$ cat src/rtl/assert_macros.svh
// assertion macros shared by the union-find maze unit
// each use expands to one labeled concurrent assertion on clk, off while rst_n is low
`ifndef ASSERT_MACROS_SVH
`define ASSERT_MACROS_SVH

// property must hold at every clock edge out of reset
`define GSTUF_ASSERT(lbl, prop, msg) \
  lbl: assert property (@(posedge clk) disable iff (!rst_n) prop) else $error(msg);

// expression must never be true out of reset
`define GSTUF_NEVER(lbl, expr, msg) \
  lbl: assert property (@(posedge clk) disable iff (!rst_n) !(expr)) else $error(msg);

`endif

$ cat src/rtl/gstuf_pkg.sv
// types, constants and state codes of the union-find maze unit
// used by every module in rtl but gstuf_ram, no dependencies
package gstuf_pkg;

  localparam int MAX_COLS  = 32;
  localparam int MAX_ROWS  = 128;
  localparam int COL_W     = $clog2(MAX_COLS);
  localparam int ROW_W     = $clog2(MAX_ROWS);
  localparam int CELLS     = MAX_COLS * MAX_ROWS;
  localparam int CELL_W    = $clog2(CELLS);
  localparam int COLS_CFG_W = 6;
  localparam int ROWS_CFG_W = 8;
  localparam int CFG_IDX_W = 2;
  localparam int CFG_DATA_W = 8;
  localparam int QDEPTH    = 2;
  localparam int QCNT_W    = $clog2(QDEPTH + 1);
  localparam int QPTR_W    = $clog2(QDEPTH);

  localparam logic [CFG_IDX_W-1:0] CFG_GRID_COLS = CFG_IDX_W'(0);
  localparam logic [CFG_IDX_W-1:0] CFG_GRID_ROWS = CFG_IDX_W'(1);

  localparam logic [COLS_CFG_W-1:0] COLS_RESET = COLS_CFG_W'(30);
  localparam logic [ROWS_CFG_W-1:0] ROWS_RESET = ROWS_CFG_W'(80);

  localparam logic [3:0] W_UP    = 4'b0001;
  localparam logic [3:0] W_DOWN  = 4'b0010;
  localparam logic [3:0] W_LEFT  = 4'b0100;
  localparam logic [3:0] W_RIGHT = 4'b1000;
  localparam logic [3:0] W_ALL   = 4'b1111;

  localparam logic KIND_CLEAR = 1'b0;
  localparam logic TOWARD_RIGHT = 1'b0;

  typedef struct packed {
    logic             kind;
    logic [COL_W-1:0] cell_col;
    logic [ROW_W-1:0] cell_row;
    logic             toward;
  } in_item_t;

  typedef struct packed {
    logic       edge_inside;
    logic       joined;
    logic [3:0] first_walls;
    logic [3:0] second_walls;
  } out_item_t;

  typedef enum logic [1:0] {
    OP_CLEAR,
    OP_EDGE,
    OP_OUT_FIRST,
    OP_OUT_SECOND
  } op_t;

  typedef struct packed {
    op_t               op;
    logic [CELL_W-1:0] addr_a;
    logic [CELL_W-1:0] addr_b;
    logic              toward;
  } cmd_t;

  typedef enum logic [3:0] {
    B_IDLE,
    B_CLR,
    B_RDW_A,
    B_RDW_B,
    B_FSTART,
    B_FIND_P,
    B_FIND_G,
    B_UNION,
    B_UNION2,
    B_OUT
  } bstate_t;

endpackage

$ cat src/rtl/gstuf_queue.sv
// short command queue between front and back end
// depends on gstuf_pkg and assert_macros.svh
`include "assert_macros.svh"

module gstuf_queue (
  input  logic            clk,
  input  logic            rst_n,
  input  logic            push_i,
  input  gstuf_pkg::cmd_t cmd_i,
  output logic            ready_o,
  input  logic            pop_i,
  output logic            valid_o,
  output gstuf_pkg::cmd_t cmd_o
);

  gstuf_pkg::cmd_t mem_r [gstuf_pkg::QDEPTH];
  logic [gstuf_pkg::QPTR_W-1:0] wr_ptr_r, wr_ptr_nxt;
  logic [gstuf_pkg::QPTR_W-1:0] rd_ptr_r, rd_ptr_nxt;
  logic [gstuf_pkg::QCNT_W-1:0] count_r, count_nxt;

  assign ready_o = count_r != gstuf_pkg::QCNT_W'(gstuf_pkg::QDEPTH);
  assign valid_o = count_r != '0;
  assign cmd_o   = mem_r[rd_ptr_r];

  always_comb begin
    wr_ptr_nxt = wr_ptr_r;
    rd_ptr_nxt = rd_ptr_r;
    count_nxt  = count_r;
    if (push_i) begin
      wr_ptr_nxt = (wr_ptr_r == gstuf_pkg::QPTR_W'(gstuf_pkg::QDEPTH - 1)) ? '0
                 : wr_ptr_r + 1'b1;
    end
    if (pop_i) begin
      rd_ptr_nxt = (rd_ptr_r == gstuf_pkg::QPTR_W'(gstuf_pkg::QDEPTH - 1)) ? '0
                 : rd_ptr_r + 1'b1;
    end
    if (push_i && !pop_i) begin
      count_nxt = count_r + 1'b1;
    end else if (pop_i && !push_i) begin
      count_nxt = count_r - 1'b1;
    end
  end

  always_ff @(posedge clk) begin
    if (!rst_n) begin
      wr_ptr_r <= '0;
      rd_ptr_r <= '0;
      count_r  <= '0;
    end else begin
      wr_ptr_r <= wr_ptr_nxt;
      rd_ptr_r <= rd_ptr_nxt;
      count_r  <= count_nxt;
    end
  end

  always_ff @(posedge clk) begin
    if (push_i) begin
      mem_r[wr_ptr_r] <= cmd_i;
    end
  end

  `GSTUF_NEVER(a_q_overflow, push_i && !ready_o, "queue push while full")
  `GSTUF_NEVER(a_q_underflow, pop_i && !valid_o, "queue pop while empty")

endmodule

$ cat config.mk
export PLATFORM = sky130hd
export DESIGN_NAME = gstuf_queue
export DESIGN_NICKNAME = d
export VERILOG_FILES = /design/src/rtl/gstuf_pkg.sv /design/src/rtl/gstuf_queue.sv
export VERILOG_INCLUDE_DIRS = /design/src /design/src/rtl
export SDC_FILE = /design/constraint.sdc
export NUM_CORES = 1
export LEC_CHECK = 0
export ABC_AREA = 0
export ABC_CLOCK_PERIOD_IN_PS = 4600
export BUFFER_PORTS_ARGS = -buffer_cell sky130_fd_sc_hd__buf_2
export CORE_MARGIN = 2
export CORE_UTILIZATION = 55
export CTS_CLUSTER_DIAMETER = 40
export DETAILED_ROUTE_END_ITERATION = 16
export PLACE_DENSITY = 0.81
export RECOVER_POWER = 25
export SETUP_SLACK_MARGIN = 0.3
export SLEW_MARGIN = 25
export SYNTH_ARGS = -nofsm -noshare
export SYNTH_HDL_FRONTEND = slang
export SYNTH_SLANG_ARGS = --single-unit
export TNS_END_PERCENT = 10
$ cat constraint.sdc
create_clock -name clk -period 4.6 [get_ports clk]
set_clock_uncertainty 0.15 [all_clocks]
set_input_delay 0.92 -clock clk [delete_from_list [all_inputs] [get_ports clk]]
set_output_delay 0.92 -clock clk [all_outputs]
set_load 0.1 [all_outputs]
# After elaboration in Yosys (flattened, before gate mapping)
# Memory sizes are Yosys's and may differ from the RTL's. A register that Yosys moved wholly into a read port is not among the register bits.
# Index checks and enable logic that the tools add are counted.
[totals]
regBits = 4
ramBits = 54
input_bits = 31
output_inout_bits = 29
wordCells = 23
memories = 1
[memory_table]
columns = ["name", "depth", "word_bits", "read_ports", "rd_ports_with_merged_regs", "wr", "line", "source"]
rows = [
  ["mem_r", 2, 27, 1, 1, 1, "gstuf_queue.sv:16", "gstuf_pkg::cmd_t mem_r [gstuf_pkg::QDEPTH];"],
]
[op_classes]
n_addsub = 4
eq_ne = 1
mux = 8
reduce_logical = 6
[op_table]
columns = ["cell", "n"]
rows = [
  ["$mux 1", 6],
  ["$mux 2", 2],
  ["$reduce_bool 2->1", 2],
  ["$add 1x1->1 const B", 2],
  ["$add 2x1->2 const B", 1],
  ["$logic_and 1x1->1", 2],
  ["$logic_not 1->1", 2],
  ["$ne 2x2->1 const B", 1],
  ["$sub 2x1->2 const B", 1],
]

# Longest topological paths before layout
[logic_depth]
depth_word = 4
mapped_depth = 5
ltp_nobuf = 5

# Least setup slack after synthesis
# OpenSTA, ideal clock, no wires.
[synth_timing]
path_kind = "input to register"
startpoint = "in push_i"
endpoint = "mem mem_r[0][0] (netlist name), enable pin"
setup_ns = 0.415
arrival_ns = 2.185
required_ns = 4.035
path_slack_ns = 1.850
cell_stages = 1
n_path_buf = 0
cell_sequence = "nor2b_1"
[synth_between]
elab_chain_len = 2
[synth_rtl]
columns = ["element", "line", "source"]
rows = [
  ["from (decl)", "gstuf_queue.sv:8", "input logic push_i,"],
  ["$mux 1", "gstuf_queue.sv:57", "if (push_i) begin"],
  ["$mux 1 (implied by the code)", "gstuf_queue.sv:58", "mem_r[wr_ptr_r] <= cmd_i;"],
  ["to (decl)", "gstuf_queue.sv:16", ""],
]
# No other way between the ends.

==> qor_table.md <==
| Metric | Value |
|---|---|
| Number of DRC violations after detailed-routing iteration 0 | 50 |
| Clock transition at the registers of the reported paths | 0.06 ns |
| Post-CTS repair timing setup buffer count | 0 |
| Post-Syn Area | 2170 um2 |
| Area of the die | 4470 um2 |
| Critical path arrival | 1.76 ns |
| Pin count of the biggest net entering global routing | 28 |
| Signed area change from the synthesized netlist to the final layout | 24.7% |
| Root Buffer Master | clkbuf_8 |
| Most frequent cells in the layout | edfxtp_1 (54), buf_2 (50), mux2_1 (27) |
| Total clock sinks | 59 |
| RSZ-0062 raised after global routing | no |
| Leak pwr | 1.03 nW |
| Slowest stage cell on the critical path | dfxtp_2 |
| Final cycle utilization of the critical path | 61.5% |
| Area share of the largest cell type after synthesis | 74.7% |
| Total Routing Usage GR | 17.1% |
| Final core utilization | 72.9% |
| Total number of H-tree levels | 3 |
| Unique cell type count in the Yosys netlist | 17 |
| Max-cap violations | 0 |
| Core footprint | 3720 um2 |
| Worst slack at placement | 2.07 ns |
| Commonest non-fill, non-tap cell in the layout | edfxtp_1 |
| Max stage delay on crit path | 0.73 ns |
| Status | finished, final reports clean |
| Via count of the first global-routing pass | 1,166 |
| Synthesized Nets | 138 |
| Initial cell density of the core | 58.5% |
| Per-cell routed wire length | 15.0 um |
| Number of flip-flops and latches in the synthesized netlist | 59 |
| Count of pins on the block boundary | 60 |
| Mean instance size in the synthesized netlist | 20.5 um2 |
| Final setup vio count | 0 |
| Number of iterations in the first detailed-routing pass | 4 |
| Number of design rule violations left after detail routing | 0 |
| Row Count | 22 |
| Total Wirelength | 3410 um |
| CP Launch Type | flip-flop |
| Time the worst path needs with I/O delays and setup | 2.83 ns |
| Max-slew violations | 0 |
| Category of the worst setup path capture point | output pin |
| Die boundary height | 66.8 um |
| Setup slack of the critical path after layout | 1.77 ns |
| Count of mapped cells out of synthesis | 106 |
| Number of buffers created by CTS | 9 |
| Width of the die | 66.8 um |
| Latest clock arrival within the worst-skew pair | 0.32 ns |
| Overall power | 1.41 mW |
| Share of post-route cells with drive strength above 1 | 38.0% |
| Placed Instances | 211 |
| Cell type with the highest aggregate area in the netlist | edfxtp_1 |
| R2R setup slack | 2.95 ns |
| Total Nets Final | 206 |
| Overall via count from detail_route | 1,137 |
| Data required, critical path | 3.53 ns |
| Number of buffers between clock root and the deepest sink | 2 |
| Average vias per placed instance | 5.01 |
| Depth of the worst hold-timing path | 2 |
| Tightest Pin Transition | 0.630 ns |
| Total count of hold-check failures in the final report | 0 |
| Count of antenna diodes in the layout | 0 |
| Summed negative setup slack over all endpoints | 0 ns |
| Biggest area contributors in the synthesized netlist | edfxtp_1 (75%), mux2_1 (14%), dfxtp_1 (4.6%) |
| Sum of net half-perimeters after detailed placement | 2300 um |
| Number of non-filler instances in the completed layout | 227 |
| Post-synthesis sequential area ratio | 79.3% |
| Largest fanout on the critical path | 27 |
| Achievable clock frequency | 354 MHz |
| Chain of cells forming the critical path | mux2_1 -> buf_2 |
| Number of cells on the worst reg-to-reg path | 2 |
| Count of instances resized after the clock tree is built | 0 |
| Global route total overflow | 0 |
| Count of synthesis-stage warnings from yosys | 0 |
| Normalized max-slew margin | 58.0% |
| Number of antenna violations at the first check in global routing | 0 |
| Remaining number of nets flagged by the antenna check after routing | 0 |
| Critical path class | reg2out |
| Total power density per cell area | 522 nW/um2 |
| Final weighted congestion of routability-driven global placement | 0.700 |
| Cts-stage hold buffer count | 0 |
| IR drop worst, VDD | 356 uV |
| TritonCTS clock tree | yes |
| Kind of path behind the tightest hold check | reg2reg |
| I/O Buffers | 59 |
| Global-route wire length before repair | 5110 um |
==> flip-flops by register name, indices dropped and copies added, names as in the netlist, named ones only <==
name	cells
count_r	2
mem_r	54
rd_ptr_r	1
wr_ptr_r	1
==> cells by family after synthesis <==
family	count (synthesis)	share of synthesized area (%)
AOI/OAI and AO/OA	3	0.922
and+or+nand+nor	9	2.59
buffers and inverters	4	1.44
adders and majority gates	1	0.576
DFF	59	79.3
xor gates and xnor gates	3	1.21
muxes	27	14.0
==> final cells by class <==
| class | count | area [um2] |
|---|---|---|
| clock buffers | 9 | 124 |
| clock inverters | 7 | 82.6 |
| fillers | 248 | 1010 |
| inverters | 1 | 3.75 |
| multi-input cells | 43 | 423 |
| flip-flops and latches | 59 | 1720 |
| well taps | 48 | 60.1 |
| repair buffers | 60 | 292 |
==> synth_stat cells (all sizes together) <==
| cell type | count |
|---|---|
| ha | 1 |
| nor2b | 2 |
| edfxtp | 54 |
| or2 | 1 |
| xor2 | 2 |
| o21a | 1 |
| and2 | 4 |
| a21boi | 1 |
| buf | 3 |
| dfxtp | 5 |
| nand2b | 1 |
| inv | 1 |
| mux2 | 27 |
| or3 | 1 |
| o21ai | 1 |
| xnor2 | 1 |
==> layer usage <==
layer,share of wire (%),global-route usage [%]
met1,40,19.1
met2,52,28.0
met3,5.2,4.22
met4,2.7,13.5
met5,0,0
==> stage by stage <==
step | hold WS (ns) | area (um2)
3_5_place_dp | 0.352 | 2510
5_1_grt | 0.387 | 2710
2_1_floorplan | 0.315 | 2170
3_3_place_gp | 0.326 | 2510
6_report | 0.354 | 2710
4_1_cts | 0.361 | 2720
==> worst paths after layout <==
check	to	from
max	cmd_o[19]	flip-flop
min	count_r[1]$_SDFFE_PN0P_	count_r[1]$_SDFFE_PN0P_
max reg2reg	mem_r[0][0]$_DFFE_PP_	wr_ptr_r$_SDFFE_PN0P_
min reg2reg	count_r[1]$_SDFFE_PN0P_	count_r[1]$_SDFFE_PN0P_
==> power breakdown <==
group,leakage (nW),internal (mW),switching (mW)
clock,0.108,0.298,0.184
sequential,0.549,0.618,0.0171
combinational,0.376,0.0527,0.242
==> worst max-delay path, delay by kind of cell (launching register included) <==
family / cells / cell delay [ns]
buf+inv: 1 / 0.30
flops: 1 / 0.73
mux: 1 / 0.40
(Power assumes the default switching activity.)
