===== src/rtl/assert_macros.svh =====
// assertion macros shared by the union-find maze unit
// each use expands to one labeled concurrent assertion on clk, off while rst_n is low
`ifndef ASSERT_MACROS_SVH
`define ASSERT_MACROS_SVH

// property must hold at every clock edge out of reset
`define GSTUF_ASSERT(lbl, prop, msg) \
  lbl: assert property (@(posedge clk) disable iff (!rst_n) prop) else $error(msg);

// expression must never be true out of reset
`define GSTUF_NEVER(lbl, expr, msg) \
  lbl: assert property (@(posedge clk) disable iff (!rst_n) !(expr)) else $error(msg);

`endif


===== src/rtl/gstuf_pkg.sv =====
// types, constants and state codes of the union-find maze unit
// used by every module in rtl but gstuf_ram, no dependencies
package gstuf_pkg;

  localparam int MAX_COLS  = 32;
  localparam int MAX_ROWS  = 128;
  localparam int COL_W     = $clog2(MAX_COLS);
  localparam int ROW_W     = $clog2(MAX_ROWS);
  localparam int CELLS     = MAX_COLS * MAX_ROWS;
  localparam int CELL_W    = $clog2(CELLS);
  localparam int COLS_CFG_W = 6;
  localparam int ROWS_CFG_W = 8;
  localparam int CFG_IDX_W = 2;
  localparam int CFG_DATA_W = 8;
  localparam int QDEPTH    = 2;
  localparam int QCNT_W    = $clog2(QDEPTH + 1);
  localparam int QPTR_W    = $clog2(QDEPTH);

  localparam logic [CFG_IDX_W-1:0] CFG_GRID_COLS = CFG_IDX_W'(0);
  localparam logic [CFG_IDX_W-1:0] CFG_GRID_ROWS = CFG_IDX_W'(1);

  localparam logic [COLS_CFG_W-1:0] COLS_RESET = COLS_CFG_W'(30);
  localparam logic [ROWS_CFG_W-1:0] ROWS_RESET = ROWS_CFG_W'(80);

  localparam logic [3:0] W_UP    = 4'b0001;
  localparam logic [3:0] W_DOWN  = 4'b0010;
  localparam logic [3:0] W_LEFT  = 4'b0100;
  localparam logic [3:0] W_RIGHT = 4'b1000;
  localparam logic [3:0] W_ALL   = 4'b1111;

  localparam logic KIND_CLEAR = 1'b0;
  localparam logic TOWARD_RIGHT = 1'b0;

  typedef struct packed {
    logic             kind;
    logic [COL_W-1:0] cell_col;
    logic [ROW_W-1:0] cell_row;
    logic             toward;
  } in_item_t;

  typedef struct packed {
    logic       edge_inside;
    logic       joined;
    logic [3:0] first_walls;
    logic [3:0] second_walls;
  } out_item_t;

  typedef enum logic [1:0] {
    OP_CLEAR,
    OP_EDGE,
    OP_OUT_FIRST,
    OP_OUT_SECOND
  } op_t;

  typedef struct packed {
    op_t               op;
    logic [CELL_W-1:0] addr_a;
    logic [CELL_W-1:0] addr_b;
    logic              toward;
  } cmd_t;

  typedef enum logic [3:0] {
    B_IDLE,
    B_CLR,
    B_RDW_A,
    B_RDW_B,
    B_FSTART,
    B_FIND_P,
    B_FIND_G,
    B_UNION,
    B_UNION2,
    B_OUT
  } bstate_t;

endpackage


===== src/rtl/gstuf_front.sv =====
// front end: grid size registers, input accept and edge classification
// depends on gstuf_pkg
module gstuf_front (
  input  logic                                clk,
  input  logic                                rst_n,
  input  logic                                in_valid,
  output logic                                in_stall,
  input  gstuf_pkg::in_item_t                 in_data,
  input  logic                                cfg_valid,
  output logic                                cfg_ready,
  input  logic [gstuf_pkg::CFG_IDX_W-1:0]     cfg_index,
  input  logic [gstuf_pkg::CFG_DATA_W-1:0]    cfg_data,
  input  logic                                q_ready,
  output logic                                push,
  output gstuf_pkg::cmd_t                     cmd
);

  logic [gstuf_pkg::COLS_CFG_W-1:0] cols_r, cols_nxt;
  logic [gstuf_pkg::ROWS_CFG_W-1:0] rows_r, rows_nxt;
  logic [gstuf_pkg::COLS_CFG_W-1:0] eff_cols;
  logic [gstuf_pkg::ROWS_CFG_W-1:0] eff_rows;
  logic [gstuf_pkg::COLS_CFG_W-1:0] col_x, nc;
  logic [gstuf_pkg::ROWS_CFG_W-1:0] row_x, nr;
  logic first_in, second_in;

  assign cfg_ready = 1'b1;

  always_comb begin
    cols_nxt = cols_r;
    rows_nxt = rows_r;
    if (cfg_valid && cfg_ready) begin
      unique case (cfg_index)
        gstuf_pkg::CFG_GRID_COLS: cols_nxt = cfg_data[gstuf_pkg::COLS_CFG_W-1:0];
        gstuf_pkg::CFG_GRID_ROWS: rows_nxt = cfg_data[gstuf_pkg::ROWS_CFG_W-1:0];
        default: ;
      endcase
    end
  end

  always_ff @(posedge clk) begin
    if (!rst_n) begin
      cols_r <= gstuf_pkg::COLS_RESET;
      rows_r <= gstuf_pkg::ROWS_RESET;
    end else begin
      cols_r <= cols_nxt;
      rows_r <= rows_nxt;
    end
  end

  // zero acts as one, anything above the store size acts as the store size
  always_comb begin
    priority if (cols_r == '0) begin
      eff_cols = gstuf_pkg::COLS_CFG_W'(1);
    end else if (cols_r > gstuf_pkg::COLS_CFG_W'(gstuf_pkg::MAX_COLS)) begin
      eff_cols = gstuf_pkg::COLS_CFG_W'(gstuf_pkg::MAX_COLS);
    end else begin
      eff_cols = cols_r;
    end
    priority if (rows_r == '0) begin
      eff_rows = gstuf_pkg::ROWS_CFG_W'(1);
    end else if (rows_r > gstuf_pkg::ROWS_CFG_W'(gstuf_pkg::MAX_ROWS)) begin
      eff_rows = gstuf_pkg::ROWS_CFG_W'(gstuf_pkg::MAX_ROWS);
    end else begin
      eff_rows = rows_r;
    end
  end

  always_comb begin
    col_x = gstuf_pkg::COLS_CFG_W'(in_data.cell_col);
    row_x = gstuf_pkg::ROWS_CFG_W'(in_data.cell_row);
    nc = col_x + gstuf_pkg::COLS_CFG_W'(in_data.toward == gstuf_pkg::TOWARD_RIGHT);
    nr = row_x + gstuf_pkg::ROWS_CFG_W'(in_data.toward != gstuf_pkg::TOWARD_RIGHT);
    first_in  = (col_x < eff_cols) && (row_x < eff_rows);
    second_in = (nc < eff_cols) && (nr < eff_rows);

    priority if (in_data.kind == gstuf_pkg::KIND_CLEAR) begin
      cmd.op = gstuf_pkg::OP_CLEAR;
    end else if (!first_in) begin
      cmd.op = gstuf_pkg::OP_OUT_FIRST;
    end else if (!second_in) begin
      cmd.op = gstuf_pkg::OP_OUT_SECOND;
    end else begin
      cmd.op = gstuf_pkg::OP_EDGE;
    end
    // cell (c, r) sits at r * MAX_COLS + c
    cmd.addr_a = {in_data.cell_row, in_data.cell_col};
    cmd.addr_b = {nr[gstuf_pkg::ROW_W-1:0], nc[gstuf_pkg::COL_W-1:0]};
    cmd.toward = in_data.toward;
  end

  assign in_stall = !q_ready;
  assign push     = in_valid && q_ready;

endmodule


===== config.mk =====
export PLATFORM = sky130hd
export DESIGN_NAME = gstuf_front
export DESIGN_NICKNAME = d
export VERILOG_FILES = /design/src/rtl/assert_macros.svh /design/src/rtl/gstuf_pkg.sv /design/src/rtl/gstuf_front.sv
export SDC_FILE = /design/constraint.sdc
export NUM_CORES = 1
export LEC_CHECK = 0
export BUFFER_PORTS_ARGS = -buffer_cell sky130_fd_sc_hd__buf_2
export CAP_MARGIN = 10
export CELL_PAD_IN_SITES_DETAIL_PLACEMENT = 0
export CELL_PAD_IN_SITES_GLOBAL_PLACEMENT = 1
export CORE_ASPECT_RATIO = 1.25
export CORE_MARGIN = 2
export CORE_UTILIZATION = 34
export DETAILED_ROUTE_END_ITERATION = 6
export GPL_TIMING_DRIVEN = 0
export PLACE_DENSITY = 0.86
export SETUP_SLACK_MARGIN = 0.05
export SLEW_MARGIN = 20
export SYNTH_ARGS = -nofsm -noshare
export SYNTH_HDL_FRONTEND = slang
export SYNTH_SLANG_ARGS = --single-unit

===== constraint.sdc =====
create_clock -name clk -period 2.5 [get_ports clk]
set_clock_uncertainty 0.15 [all_clocks]
set_input_delay 0.125 -clock clk [delete_from_list [all_inputs] [get_ports clk]]
set_output_delay 0.125 -clock clk [all_outputs]
set_load 0.01 [all_outputs]

# == Yosys cells after proc, flatten, opt, wreduce, memory -nomap -nowiden ==
# Index checks and enable logic that the tools add are counted.
# op_classes
n_mux,7
magnitude_cmp,6
bitwise,1
reduce_logical,9
n_addsub,2
eq_ne,1
# ops
cell,n
two-way mux 8 bit,2
two-way mux 6 bit,2
adder 7 x 1 -> 8 bit,1
> comparator 8 bit (second input constant),1
zero test 8 bit,1
< comparator 7 x 8 -> 1 bit,1
< comparator 8 bit,1
adder 5 x 1 -> 6 bit,1
> comparator 6 bit (second input constant),1
zero test 6 bit,1
< comparator 5 x 6 -> 1 bit,1
< comparator 6 bit,1
two-way mux 2 bit,3
AND reduction 2 bit,2
logical AND 1 bit,3
== test 2 x 1 -> 1 bit (second input constant),1
zero test 2 bit,1
zero test 1 bit,1
inverter 1 bit,1
# totals
elab_cells,28
register_bits,14
out_inout_bits,30

# == Depth between registers and ports, before layout ==
# logic_depth
ltp_word,8
mapped_depth,11
depth_no_buf,11

# == Least setup slack after synthesis ==
# Ideal clock, no wire load.
# synth_path
path_kind,input to output
from,input port in_data[0] in the netlist's numbering
to,output port cmd[26] in the netlist's numbering
path_buffers,0
setup_slack_ns,0.361
path_stages,10
arrival_ns,1.864
cell_sequence,ha_1 ha_1 nand3_1 xnor2_1 ha_1 o21ai_0 o22ai_1 nor3_1 o21ai_0 o31a_1
# synth_rtl
element,line,rtl
"start, declared",gstuf_front.sv:8,"input gstuf_pkg::in_item_t in_data,"
"end, declared",gstuf_front.sv:15,output gstuf_pkg::cmd_t cmd

==> flow_metrics.py <==
metrics = {
    "synth": {
        "synth-edff-count": 0,
        "synth_top_cell_by_area": "ha_1",
        "seq_area_frac_synth": 0.200,
        "synth.top_cell.area_share": 0.232,
        "ys_types": 35,
        "syn_nets": 218,
        "netlist_instances": 163,
        "synthTopCellsByCount": "26 x ha_1, 17 x nand2_1, 14 x buf_4, 14 x dfxtp_1, 13 x mux2i_1",
        "synth_area_um2": 1400,
        "synth_warnings": 0,
        "synthArstFlopShare": 0,
        "synth-seq-cells": 14,
        "yosysMostFrequentCell": "ha_1",
        "synthTopCellsByArea": "ha_1 23%, dfxtp_1 20%, mux2i_1 9.3%",
        "syn_avg_cell_area_um2": 8.59,
        "synth-main-ff-cell": "dfxtp_1",
    },
    "clocking": {
        "clk_latency_ps": 240,
        "cts_buffers": 3,
        "cts_tree": "built",
        "clk_path_buf_depth": 2,
        "clkSlewWorstSetupHoldPaths_ps": 60,
        "clockRootBuffer": "clkbuf_8",
        "h-tree-depth": 1,
        "cts_sinks": 14,
    },
    "timing": {
        "drv_slew": 0,
        "period_needed_ps": 2400,
        "hold_violations": 0,
        "layout_worst_path_cycle_share": 0.959,
        "setup_ws_ps": 102,
        "fmax_mhz": 417,
        "worst_pin_slew_ps": 598,
        "setup_tns_ps": 0,
        "setup_viol_count_final": 0,
        "grt_setup_unrepaired": "no",
        "timing.slew.headroom": 0.599,
    },
    "routing": {
        "wl_um": 3630,
        "vias": 1431,
        "highest_layer": "met4",
        "drtIter0Drc": 15,
        "viasPerCell": 4.90,
        "wl_met1_um": 1540,
        "antenna_left": 0,
        "wl_met2_um": 1820,
        "drc_errors": 0,
        "dr.pass1.iters": 4,
        "dr_wl_met3_um": 162,
        "avgRoutedWirePerCell_um": 12.4,
    },
    "cells_and_area": {
        "num-fill-cells": 410,
        "n_antenna_cell": 0,
        "multiInputGateArea_um2": 1180,
        "layout.nets": 292,
        "regArea_um2": 284,
        "drive_gt1_frac": 0.483,
        "area_growth_pct": 52.4,
        "fin_cells": 292,
    },
    "global_routing": {
        "grt_pass1_wl_um": 5340,
        "grt_usage": 0.153,
        "antenna_found_initial": 0,
        "grt_pass1_vias": 1247,
        "grt_max_degree": 11,
        "grt.overflow.total": 0,
    },
    "placed_design": {
        "dpl_worst_slack_ps": 87.5,
        "gp_congestion": 0.842,
        "port_buffers": 57,
        "dp.cells": 276,
        "hpwl_um": 2770,
    },
    "power": {
        "power_density_nw_per_um2": 354,
        "irDropWorstVdd_mv": 0.273,
        "p_leak_nw": 1.01,
    },
    "min_path": {
        "hp-class": "in -> reg",
    },
    "worst_setup_path": {
        "worstPathMaxFanout": 5,
        "cp-start-kind": "primary input",
        "crit_required_ps": 2230,
        "worstPathArrival_ps": 2120,
        "end_kind": "primary output",
        "worst-setup-path-type": "in -> out",
    },
    "floorplanning": {
        "die_h_um": 75.7,
        "die_x_um": 61.4,
        "coreArea_um2": 4030,
        "fp-row-count": 26,
        "ios": 59,
        "start_util": 0.347,
        "die_area_um2": 4650,
    },
    "job": {
        "cap_violations": 0,
    },
    "outcome": {
        "outcome": "finished clean",
    },
}
==> cell families (layout without fill, tap and decap cells) <==
family          Yosys count  in the layout  share of synthesized area
fa+ha+maj                26             26                      0.232
mux                      13             13                     0.0929
compound gates           24             24                      0.113
xor+xnor                  8              8                     0.0500
other cells               1              1                    0.00268
buf+inv                  21             94                     0.0947
flops                    14             14                      0.200
simple gates             56             56                      0.214
==> metrics by stage <==
stage                     hold WS [ps]  power [mW]  instance area (um^2)   util
after CTS                         14.0       0.720                  1920  0.475
after detailed placement           191       0.486                  1760  0.435
final                             9.07       0.755                  2130  0.529
after global routing              29.3       0.808                  2130  0.529
after global placement             185       0.484                  1760  0.435
after floorplan                    100       0.392                  1400      -
==> area by class of cell <==
| cell class | instances | share of cell area |
|---|---|---|
| timing repair buffer | 69 | 0.191 |
| buffer | 16 | 0.0534 |
| sequential | 14 | 0.133 |
| tap | 56 | 0.0328 |
| inverter | 5 | 0.00997 |
| multi-input combinational | 128 | 0.554 |
| clock buffer | 4 | 0.0258 |
==> flip-flops by register name, indices dropped and copies added (netlist names) <==
signal,cells
rows_r,8
cols_r,6
==> report_power, final <==
group	internal (mW)	switching, mW	leakage [nW]	total [mW]
sequential	0.230	0.00761	0.115	0.238
combinational	0.153	0.145	0.870	0.298
clock	0.140	0.0791	0.0288	0.219
total	0.523	0.231	1.01	0.755
==> repair_timing <==
item                       CTS  global route
setup endpoints to repair    1             1
pin swaps                    1            13
hold buffers                 7             0
gates resized for setup      3            42
buffers inserted             3             2
hold endpoints to repair    10             0
==> placed cells by master, fill, tap and decap left out, types with 4 or more instances in the layout <==
| master | instances |
|---|---|
| ha_4 | 9 |
| dfxtp_1 | 13 |
| dlygate4sd3_1 | 7 |
| nor2b_1 | 8 |
| a21oi_1 | 6 |
| buf_4 | 19 |
| clkbuf_8 | 4 |
| nor2_1 | 7 |
| ha_1 | 15 |
| mux2i_1 | 13 |
| buf_2 | 54 |
| nand2_1 | 14 |
| nand3_1 | 6 |
==> routing by layer <==
| metal | track usage | vias up |
|---|---|---|
| li1 | - | 725 |
| met1 | 0.181 | 648 |
| met2 | 0.270 | 46 |
| met3 | 0.0102 | 12 |
| met4 | 0.0827 | 0 |
| met5 | 0 | - |
==> final timing paths <==
| kind | slack, ps | cells past startpoint | start | to |
|---|---|---|---|---|
| worst max-delay path | 100 | 11 | in_data[4] | cmd[26] |
| worst min-delay path | 9 | 3 | cfg_data[5] | rows_r[5] |
| worst max register to register | 1560 | 4 | cols_r[5] | cols_r[5] |
| worst min register to register | 360 | 2 | rows_r[4] | rows_r[4] |
==> critical path, cell delays in order <==
cell and delay, ps:
clkbuf_4 150, and3_4 200, nand3_1 120, xnor2_2 260
ha_4 250, a211oi_2 210, o22ai_1 110, nor3_1 170
o21ai_1 90, o31a_1 290, buf_2 140
Power figures use the tool's default switching activity.
